==> config.mk <==
export PLATFORM = sky130hd
export DESIGN_NAME = ble_service_data_extractor
export DESIGN_NICKNAME = d
export VERILOG_FILES = /design/src/bsde_pkg.sv /design/src/ble_service_data_extractor.sv
export SDC_FILE = /design/constraint.sdc
export NUM_CORES = 1
export LEC_CHECK = 0
export ABC_AREA = 0
export BUFFER_PORTS_ARGS = -buffer_cell sky130_fd_sc_hd__buf_2
export CAP_MARGIN = 40
export CORE_ASPECT_RATIO = 0.9
export CORE_MARGIN = 5
export CORE_UTILIZATION = 55
export CTS_CLUSTER_SIZE = 28
export DETAILED_ROUTE_END_ITERATION = 8
export GPL_ROUTABILITY_DRIVEN = 0
export PLACE_DENSITY = 0.86
export SLEW_MARGIN = 20
export SYNTH_ARGS = -nofsm -noshare
export SYNTH_HDL_FRONTEND = slang
export SYNTH_SLANG_ARGS = --single-unit
==> constraint.sdc <==
create_clock -name clk_i -period 4.9 [get_ports clk_i]
set_clock_uncertainty 0.2 [all_clocks]
set_input_delay 0.49 -clock clk_i [delete_from_list [all_inputs] [get_ports clk_i]]
set_output_delay 0.49 -clock clk_i [all_outputs]
set_load 0.02 [all_outputs]
==> src/bsde_pkg.sv <==
`default_nettype none

package bsde_pkg;

  // Payload length and position width; the largest payload is all ones in this width.
  localparam int unsigned LenW = 11;
  localparam logic [LenW-1:0] MAX_PAYLOAD_BYTES = 11'd2047;

  // Shortest payload that is walked at all
  localparam logic [LenW-1:0] MIN_WALK_LEN = 11'd5;

  // Element header: type, uuid low, uuid high, app code, one skipped byte
  localparam logic [7:0] MIN_TARGET_LEN = 8'd5;
  localparam logic [7:0] HDR_BYTES      = 8'd5;
  localparam logic [7:0] FIRST_MSG_OFF  = 8'd6;

  // Configuration register reset values
  localparam logic [7:0]  ELEMENT_TYPE_RST     = 8'h16;
  localparam logic [15:0] SERVICE_UUID_RST     = 16'hFFFA;
  localparam logic [7:0]  APPLICATION_CODE_RST = 8'h0D;

  // Configuration register indexes
  localparam int unsigned CfgIdxW = 2;
  localparam logic [CfgIdxW-1:0] CFG_ELEMENT_TYPE     = 2'd0;
  localparam logic [CfgIdxW-1:0] CFG_SERVICE_UUID     = 2'd1;
  localparam logic [CfgIdxW-1:0] CFG_APPLICATION_CODE = 2'd2;
  localparam int unsigned CfgDataW = 16;

  // Result kinds
  localparam logic [1:0] KIND_MSG_BYTE   = 2'd0;
  localparam logic [1:0] KIND_EMPTY_MSG  = 2'd1;
  localparam logic [1:0] KIND_NO_MATCH   = 2'd2;

  // Offsets of the header bytes inside an element
  localparam logic [7:0] OFF_TYPE     = 8'd1;
  localparam logic [7:0] OFF_UUID_LO  = 8'd2;
  localparam logic [7:0] OFF_UUID_HI  = 8'd3;
  localparam logic [7:0] OFF_APP_CODE = 8'd4;

  typedef struct packed {
    logic [1:0] kind;
    logic [7:0] msg_byte;
    logic [7:0] msg_index;
    logic [7:0] msg_length;
    logic       last;
  } result_t;

endpackage

`default_nettype wire

==> src/ble_service_data_extractor.sv <==
// The walk and header compare are a single pass, and a result is registered in the output
// register. Throughput: one input transaction per cycle while in_stall_o is low.
// A two-entry output (result register plus skid register) keeps the input open while a
// result waits; input stalls only when both entries hold results.
// Reset (rst_ni low, async): walk state cleared, as at the start of a payload; config
// registers return to element type 0x16, uuid 0xFFFA, application code 0x0D.
`default_nettype none

module ble_service_data_extractor (
  input  wire logic                           clk_i,
  input  wire logic                           rst_ni,
  // configuration write port
  input  wire logic                           cfg_we_i,
  input  wire logic [bsde_pkg::CfgIdxW-1:0]   cfg_index_i,
  input  wire logic [bsde_pkg::CfgDataW-1:0]  cfg_wdata_i,
  // input channel
  input  wire logic                           in_valid_i,
  output      logic                           in_stall_o,
  input  wire logic [7:0]                     byte_value_i,
  input  wire logic [bsde_pkg::LenW-1:0]      packet_length_i,
  input  wire logic                           first_of_payload_i,
  // output channel
  output      logic                           out_valid_o,
  input  wire logic                           out_stall_i,
  output      logic [1:0]                     result_kind_o,
  output      logic [7:0]                     message_byte_o,
  output      logic [7:0]                     message_index_o,
  output      logic [7:0]                     message_length_o,
  output      logic                           last_of_run_o
);

  localparam int unsigned LenW = bsde_pkg::LenW;

  // ------------------------------------------------------------------
  // Configuration registers
  // ------------------------------------------------------------------
  logic [7:0]  element_type_q;
  logic [15:0] service_uuid_q;
  logic [7:0]  application_code_q;

  always_ff @(posedge clk_i or negedge rst_ni) begin
    if (!rst_ni) begin
      element_type_q     <= bsde_pkg::ELEMENT_TYPE_RST;
      service_uuid_q     <= bsde_pkg::SERVICE_UUID_RST;
      application_code_q <= bsde_pkg::APPLICATION_CODE_RST;
    end else if (cfg_we_i) begin
      case (cfg_index_i)
        bsde_pkg::CFG_ELEMENT_TYPE:     element_type_q     <= cfg_wdata_i[7:0];
        bsde_pkg::CFG_SERVICE_UUID:     service_uuid_q     <= cfg_wdata_i;
        bsde_pkg::CFG_APPLICATION_CODE: application_code_q <= cfg_wdata_i[7:0];
        default: ;
      endcase
    end
  end

  // ------------------------------------------------------------------
  // Walk state
  // ------------------------------------------------------------------
  logic [LenW-1:0] byte_pos_q, byte_pos_d;
  logic [LenW-1:0] next_start_q, next_start_d;
  logic [7:0]      elem_len_q, elem_len_d;
  logic [7:0]      elem_off_q, elem_off_d;
  logic            hdr_match_q, hdr_match_d;
  logic            match_found_q, match_found_d;
  logic            walk_stopped_q, walk_stopped_d;

  logic in_fire;
  logic out_fire;

  // state as seen by this byte: a first byte restarts the walk
  logic [LenW-1:0] pos, nstart;
  logic [7:0]      elen, eoff;
  logic            hm, mf, ws;
  logic [LenW:0]   pos_p1;      // one bit wider, used in compares against the length
  logic [LenW:0]   elem_end;    // pos + 1 + byte, may pass the payload end

  bsde_pkg::result_t res;
  logic              res_valid;

  always_comb begin
    pos    = first_of_payload_i ? '0 : byte_pos_q;
    nstart = first_of_payload_i ? '0 : next_start_q;
    elen   = first_of_payload_i ? '0 : elem_len_q;
    eoff   = first_of_payload_i ? '0 : elem_off_q;
    hm     = first_of_payload_i ? 1'b0 : hdr_match_q;
    mf     = first_of_payload_i ? 1'b0 : match_found_q;
    ws     = first_of_payload_i ? 1'b0 : walk_stopped_q;

    pos_p1   = {1'b0, pos} + {{LenW{1'b0}}, 1'b1};
    elem_end = pos_p1 + {{(LenW-7){1'b0}}, byte_value_i};

    // position counter saturates at the largest payload size
    byte_pos_d     = (pos != bsde_pkg::MAX_PAYLOAD_BYTES) ? pos_p1[LenW-1:0] : pos;
    next_start_d   = nstart;
    elem_len_d     = elen;
    elem_off_d     = eoff;
    hdr_match_d    = hm;
    match_found_d  = mf;
    walk_stopped_d = ws;

    res       = '0;
    res_valid = 1'b0;

    // length field is 11 bits, so it never exceeds the maximum payload: no clamp needed
    if (pos < packet_length_i) begin
      if ((packet_length_i >= bsde_pkg::MIN_WALK_LEN) && !ws && !mf) begin
        if (pos == nstart) begin
          // length byte of a new element
          elem_len_d  = '0;
          elem_off_d  = '0;
          hdr_match_d = 1'b0;
          if (pos_p1 == {1'b0, packet_length_i}) begin
            walk_stopped_d = 1'b1;            // length byte on the final payload byte
          end else if (byte_value_i == 8'd0) begin
            next_start_d = pos_p1[LenW-1:0];  // empty element, skip
          end else if (elem_end > {1'b0, packet_length_i}) begin
            walk_stopped_d = 1'b1;            // element runs past the end
          end else begin
            elem_len_d   = byte_value_i;
            hdr_match_d  = (byte_value_i >= bsde_pkg::MIN_TARGET_LEN);
            next_start_d = elem_end[LenW-1:0];
          end
        end else if ((elen != 8'd0) && (eoff < elen)) begin
          elem_off_d = eoff + 8'd1;
          case (elem_off_d)
            bsde_pkg::OFF_TYPE: hdr_match_d = hm && (byte_value_i == element_type_q);
            bsde_pkg::OFF_UUID_LO: hdr_match_d = hm && (byte_value_i == service_uuid_q[7:0]);
            bsde_pkg::OFF_UUID_HI: hdr_match_d = hm && (byte_value_i == service_uuid_q[15:8]);
            bsde_pkg::OFF_APP_CODE: begin
              hdr_match_d = hm && (byte_value_i == application_code_q);
              if (hdr_match_d) begin
                match_found_d = 1'b1;
                if (elen == bsde_pkg::MIN_TARGET_LEN) begin
                  res_valid = 1'b1;
                  res.kind  = bsde_pkg::KIND_EMPTY_MSG;
                  res.last  = 1'b1;
                end
              end
            end
            default: ;
          endcase
        end
      end else if (mf && (elen != 8'd0) && (eoff < elen)) begin
        // message bytes of the matched element
        elem_off_d = eoff + 8'd1;
        if (elem_off_d >= bsde_pkg::FIRST_MSG_OFF) begin
          res_valid      = 1'b1;
          res.kind       = bsde_pkg::KIND_MSG_BYTE;
          res.msg_byte   = byte_value_i;
          res.msg_index  = elem_off_d - bsde_pkg::FIRST_MSG_OFF;
          res.msg_length = elen - bsde_pkg::HDR_BYTES;
          res.last       = (elem_off_d == elen);
        end
      end

      // final payload byte with no match seen
      if (!res_valid && !match_found_d && (pos_p1 == {1'b0, packet_length_i})) begin
        res_valid = 1'b1;
        res.kind  = bsde_pkg::KIND_NO_MATCH;
        res.last  = 1'b1;
      end
    end
  end

  always_ff @(posedge clk_i or negedge rst_ni) begin
    if (!rst_ni) begin
      byte_pos_q     <= '0;
      next_start_q   <= '0;
      elem_len_q     <= '0;
      elem_off_q     <= '0;
      hdr_match_q    <= 1'b0;
      match_found_q  <= 1'b0;
      walk_stopped_q <= 1'b0;
    end else if (in_fire) begin
      byte_pos_q     <= byte_pos_d;
      next_start_q   <= next_start_d;
      elem_len_q     <= elem_len_d;
      elem_off_q     <= elem_off_d;
      hdr_match_q    <= hdr_match_d;
      match_found_q  <= match_found_d;
      walk_stopped_q <= walk_stopped_d;
    end
  end

  // ------------------------------------------------------------------
  // Output register plus skid register
  // ------------------------------------------------------------------
  logic              out_valid_q;
  bsde_pkg::result_t out_q;
  logic              skid_valid_q;
  bsde_pkg::result_t skid_q;

  assign in_stall_o = skid_valid_q;
  assign in_fire    = in_valid_i && !in_stall_o;
  assign out_fire   = out_valid_q && !out_stall_i;

  always_ff @(posedge clk_i or negedge rst_ni) begin
    if (!rst_ni) begin
      out_valid_q  <= 1'b0;
      skid_valid_q <= 1'b0;
    end else if (skid_valid_q) begin
      // input is stalled; drain the skid entry first
      if (out_fire) begin
        skid_valid_q <= 1'b0;
      end
    end else if (!out_valid_q || out_fire) begin
      out_valid_q <= in_fire && res_valid;
    end else if (in_fire && res_valid) begin
      skid_valid_q <= 1'b1;
    end
  end

  always_ff @(posedge clk_i) begin
    if (skid_valid_q) begin
      if (out_fire) begin
        out_q <= skid_q;
      end
    end else if (!out_valid_q || out_fire) begin
      out_q <= res;
    end else begin
      skid_q <= res;
    end
  end

  assign out_valid_o      = out_valid_q;
  assign result_kind_o    = out_q.kind;
  assign message_byte_o   = out_q.msg_byte;
  assign message_index_o  = out_q.msg_index;
  assign message_length_o = out_q.msg_length;
  assign last_of_run_o    = out_q.last;

  // ------------------------------------------------------------------
  // Assertions
  // ------------------------------------------------------------------
  a_skid_behind_out: assert property (@(posedge clk_i) disable iff (!rst_ni)
    skid_valid_q |-> out_valid_q)
    else $error("skid entry held without an output entry");

  a_match_xor_stop: assert property (@(posedge clk_i) disable iff (!rst_ni)
    !(match_found_q && walk_stopped_q))
    else $error("walk stopped after a match");

  a_msg_index_range: assert property (@(posedge clk_i) disable iff (!rst_ni)
    (out_valid_o && (result_kind_o == bsde_pkg::KIND_MSG_BYTE))
      |-> (message_index_o < message_length_o))
    else $error("message index past message length");

  a_last_on_summary: assert property (@(posedge clk_i) disable iff (!rst_ni)
    (out_valid_o && (result_kind_o != bsde_pkg::KIND_MSG_BYTE))
      |-> (last_of_run_o && (message_byte_o == 8'd0) && (message_index_o == 8'd0)))
    else $error("summary result malformed");

  a_offset_in_element: assert property (@(posedge clk_i) disable iff (!rst_ni)
    elem_off_q <= elem_len_q)
    else $error("element offset past element length");

endmodule

`default_nettype wire
## Yosys cells after proc, flatten, opt, wreduce, memory -nomap -nowiden

Index checks and enable logic that the tools add are counted.

- Bits in registers: 129
- Word-level logic and storage cells: 160

- Multiplexer cells: 77
- Equal/unequal tests: 16
- $lt $le $gt $ge: 6
- Bitwise operators: 2
- Reductions and logical operators: 32
- Add/subtract/negate cells: 5

Operators with widths:

| operator | count |
|---|---|
| $mux W27 | 4 |
| $mux W8 | 13 |
| $mux W11 | 9 |
| $mux W25 | 2 |
| $mux W1 | 45 |
| $eq A8 B8 Y1 | 5 |
| $mux W24 | 1 |
| $eq A8 B2 Y1 const B | 2 |
| $eq A8 B3 Y1 const B | 2 |
| $ge A8 B3 Y1 const B | 2 |
| $sub A8 B3 Y8 const B | 2 |
| $logic_and A1 B1 Y1 | 14 |
| $add A11 B1 Y12 const B | 1 |
| $add A12 B8 Y12 | 1 |
| $eq A12 B11 Y1 | 1 |
| $gt A12 B11 Y1 | 1 |
| $reduce_and A2 Y1 | 6 |
| $eq A11 B11 Y1 | 1 |
| $ge A11 B3 Y1 const B | 1 |
| $lt A11 B11 Y1 | 1 |
| $ne A11 B11 Y1 const B | 1 |
| $add A8 B1 Y8 const B | 1 |
| $eq A8 B1 Y1 const B | 1 |
| $logic_not A8 Y1 | 1 |
| other kinds (12) | 20 |

## Longest topological paths before layout

- Word-level depth: 18
- Mapped depth: 27

## Least setup slack after synthesis

OpenSTA, ideal clock, no wires.

- Kind: input port to flip-flop
- From: input first_of_payload_i
- To: register next_start_q[1]
- Required time: 4578 ps
- Setup time: 122 ps
- Buffers on the path: 4
- Arrival time: 5116 ps
- Setup slack: -537 ps
- Stages: 25
- Cells stage by stage: buf_4 -> buf_4 -> clkbuf_1 -> clkbuf_1 -> nor2b_1 -> ha_1 -> xnor2_1 -> inv_1 -> ha_1 -> nor2b_1 -> o21ai_0 -> a21boi_0 -> o21ai_0 -> a21oi_1 -> nand3_1 -> xnor2_1 -> ha_1 -> and4_1 -> nand4_1 -> a21o_1 -> a31oi_1 -> a211oi_4 -> and4b_1 -> a311o_1 -> a32o_1

- Longest elaborated chain between the ends: 10
- Elaborated cells on any way between the ends: 20

Ends and longest elaborated chain:

| item | line | source |
|---|---|---|
| start, declared | ble_service_data_extractor.sv:21 | `input wire logic first_of_payload_i,` |
| $mux W11 | ble_service_data_extractor.sv:81 | `pos = first_of_payload_i ? '0 : byte_pos_q;` |
| $add A11 B1 Y12 | ble_service_data_extractor.sv:89 | `pos_p1 = {1'b0, pos} + {{LenW{1'b0}}, 1'b1};` |
| $add A12 B8 Y12 | ble_service_data_extractor.sv:90 | `elem_end = pos_p1 + {{(LenW-7){1'b0}}, byte_value_i};` |
| $gt A12 B11 Y1 | ble_service_data_extractor.sv:116 | `end else if (elem_end > {1'b0, packet_length_i}) begin` |
| $mux W11 | ble_service_data_extractor.sv:116 |  |
| $mux W11 | ble_service_data_extractor.sv:114 | `end else if (byte_value_i == 8'd0) begin` |
| $mux W11 | ble_service_data_extractor.sv:112 | `if (pos_p1 == {1'b0, packet_length_i}) begin` |
| $mux W11 | ble_service_data_extractor.sv:107 | `if (pos == nstart) begin` |
| $mux W11 | ble_service_data_extractor.sv:106 | `if ((packet_length_i >= bsde_pkg::MIN_WALK_LEN) && !ws && !mf) begin` |
| $mux W11 (*) | ble_service_data_extractor.sv:105 | `if (pos < packet_length_i) begin` |
| end signal, assigned | ble_service_data_extractor.sv:176 | `next_start_q <= next_start_d;` |
| end, declared | ble_service_data_extractor.sv:60 | `logic [LenW-1:0] next_start_q, next_start_d;` |

Mark *: on every way between the ends. The rest lies on a longest branch, timed or not.
A chain may end at the register's enable or synchronous reset.

## Worst setup path in the final report

- From: register byte_pos_q[1]
- To: register next_start_q[1]

- Longest elaborated chain between the ends: 10
- Elaborated cells on any way between the ends: 13

Ends and longest elaborated chain:

| item | line | source |
|---|---|---|
| start, declared | ble_service_data_extractor.sv:59 | `logic [LenW-1:0] byte_pos_q, byte_pos_d;` |
| start signal, assigned | ble_service_data_extractor.sv:175 | `byte_pos_q <= byte_pos_d;` |
| $mux W11 (*) | ble_service_data_extractor.sv:81 |  |
| $add A11 B1 Y12 | ble_service_data_extractor.sv:89 |  |
| $add A12 B8 Y12 | ble_service_data_extractor.sv:90 |  |
| $gt A12 B11 Y1 | ble_service_data_extractor.sv:116 |  |
| $mux W11 | ble_service_data_extractor.sv:116 |  |
| $mux W11 | ble_service_data_extractor.sv:114 |  |
| $mux W11 | ble_service_data_extractor.sv:112 |  |
| $mux W11 | ble_service_data_extractor.sv:107 |  |
| $mux W11 | ble_service_data_extractor.sv:106 |  |
| $mux W11 (*) | ble_service_data_extractor.sv:105 |  |

Marks and branches as above.

==> metrics.txt <==
First DRT Iteration DRCs about 700; area of the multi-input gates between 0.004 and 0.005 mm2; Clock Path Buffers 2; Synthesized Nets 895; first-pass GRT wire length roughly 35000 um; Max Fclk between 200 and 250 MHz; proportion of layout cells with a drive suffix above 1 28.1%; Final Core Density between 60% and 70%; Worst Max-Slew Pin Slew roughly 0.85 ns; largest net degree at the start of global routing 48; worst reg2reg path depth 22; clk sinks 129; Slowest-stage cell, CP dfrtp_2; Initial Util 55.8%; drt drc 0; MaxCap Viol Count 0; DR vias/cell 6.07; hold path start cfg_wdata_i[10]; Final #Nets between 1000 and 1500; Critical Path Max Stage Delay between 0.4 and 0.5 ns; YS warnings 0; Max rail drop VDD 0.301 mV; Die Span Y 126 um; hold path depth 2; post-route ant nets 0; worst hold path type in2reg; Tot Pwr 3.38 mW; Global Route Usage Sum 25.1%; drt pass-1 iters 5; highest metal used met5; total grt overflow 0; wl on met1 8660 um; Yosys top cell area share between 10% and 20%; post-synth cell types 82; Clk Latency, worst-skew pair between 0.4 and 0.5 ns; Setup CP Type reg2reg; met2 WL 10100 um; IO Port Bufs 71; Post-synth EDFFs between 50 and 60; min cycle time layout 4.79 ns; worst endpoint required time 5.02 ns; worst path cell trace nor2b_4 > ha_4 > nand4_1 > nor2_2 > xnor2_2 > inv_2 > ha_4 > or3_1 > o21ai_0 > a21oi_2 > buf_4 > xor2_1 > ha_1 > and4_1 > nand4_1 > a21o_1 > a31oi_4 > a211oi_4 > buf_4 > and4b_1 > a311o_1 > a32o_1; synthesis-stage register bit count 129; CTS clk-pin slew, worst paths 0.06 ns; endpoints failing setup 0; setup tns final 0 ns; CTS root buf clkbuf_16; ANT cells 0; FF/Latch Area 0.00353 mm2; status completed; CTS buffer count 17; Worst R2R Start byte_pos_q[1]; Cell Area, Synth a little over 0.008 mm2; Hold Fails Final Rpt 0; Syn-to-layout area delta 19.4%; Die Footprint 0.0174 mm2; Critical Path AT just under 5 ns; CP Launch Type flip-flop; core area 0.0146 mm2; fill count 1076; Non-Filler Instances 1124; H-tree levels 4; vias in the first global route approximately 6800; Rel. slew slack 43.3%; count leader, synth nor2_1; worst hold path endpoint service_uuid_q[10]; R2R Path End next_start_q[1]; Die W between 100 and 150 um; hpwl dp 16100 um; Seq/Total Area, Yosys 43.2%; Post-Synthesis Cells about 800; hold_ws 0.0878 ns; crit path max fanout 5; Ports 72; met3 WL 1960 um; Wirelength per Cell 19.4 um; CTS tree built; Final Max Slew Viols 0; area leader, netlist edfxtp_1; pwr/cell area 347 mW/mm2; async set-reset flop share out of synthesis about three fifths; initial antenna violation count 1; Commonest cells post-synth 65 x nor2_1, 57 x nand2_1, 55 x dfrtp_1, 55 x xnor2_1, 54 x edfxtp_1; fin crit share between 90% and 100%; # rows 42; Total Wirelength 21800 um; cell leakage power 4.18 nW; FF-to-FF setup slack 0.11 ns; Syn Area/Cell 10.2 um2; critical path endpoint category flip-flop; Vias 6825; synth top area cells edfxtp_1 20%, dfrtp_1 17%, ha_1 7.5%; placed cell count 1086; ys flop type dfrtp_1
-- placed cells by master, fill, tap and decap left out, types with 18 or more instances in the layout --
cell      instances
a21oi_1          36
buf_2            70
buf_4            43
dfrtp_1          52
dfstp_2          20
edfxtp_1         54
ha_1             47
inv_1            52
mux2_2           44
nand2_1          56
nand3_1          25
nor2_1           63
nor2b_1          19
o21ai_0          34
o31ai_1          18
xnor2_1          52
-- where the power goes --
part	total, mW	internal (mW)	switching, mW
clock network	1.22	0.672	0.552
registers	1.34	1.25	0.0920
logic	0.815	0.361	0.454
total	3.38	2.28	1.10
-- layer usage --
layer,vias up,track usage [%]
met4,2,12.6
met3,89,7.06
li1,3132,-
met2,361,39.1
met1,3241,32.1
met5,-,0
-- cell type report --
type,instances,share of cell area (%)
clock buffers,17,4.37
clock inverters,15,1.46
inverters,56,2.16
flip-flops and latches,129,36.2
repair buffers,118,7.89
multi-input cells,591,45.3
well taps,198,2.54
-- worst max-delay path: cells and delay by family, from the launching register on --
family	cells	cell delay (ns)
and+or+nand+nor	7	1.37
AOI/OAI and AO/OA	7	1.22
buffers and inverters	3	0.39
xor gates and xnor gates	2	0.30
adders and majority gates	3	0.75
DFF	1	0.44
-- how the worst max path moves through the flow --
stage,from,end,slack [ns]
after global routing,byte_pos_q[0],next_start_q[0],-0.02
final,byte_pos_q[1],next_start_q[1],0.11
after detailed placement,first_of_payload_i,next_start_q[0],-0.12
after global placement,first_of_payload_i,next_start_q[0],0.02
after CTS,byte_pos_q[2],next_start_q[3],0.03
after floorplan,first_of_payload_i,next_start_q[1],-0.06
-- state kept, by name, indices dropped and copies added, names as in the netlist, 11 cells and up --
| register | cells |
|---|---|
| service_uuid_q | 16 |
| byte_pos_q | 11 |
| next_start_q | 11 |
| skid_q | 27 |
-- logic make-up (layout without fill, tap and decap cells) --
| family | after synthesis | count (layout) | share of synthesized area (%) |
|---|---|---|---|
| simple gates | 254 | 254 | 16.7 |
| mux | 49 | 49 | 6.69 |
| xor+xnor | 73 | 73 | 7.93 |
| buf+inv | 82 | 206 | 3.99 |
| flops | 129 | 129 | 43.2 |
| fa+ha+maj | 50 | 50 | 7.76 |
| compound gates | 165 | 165 | 13.7 |
-- timing repair --
action                                  CTS  global route
endpoints found under the setup margin    0            21
hold buffers                              1             0
buffers inserted                          0             4
gates resized for setup                   0             9
endpoints found under the hold margin    28             0
-- through the flow --
step	cell area, um2	setup WS, ns
floorplan	8270	-0.0568
global placement	9020	0.0157
detailed placement	9090	-0.125
CTS	9670	0.0335
global route	9740	-0.0201
finish	9740	0.107
No activity file was read; power rests on OpenSTA's default activity.
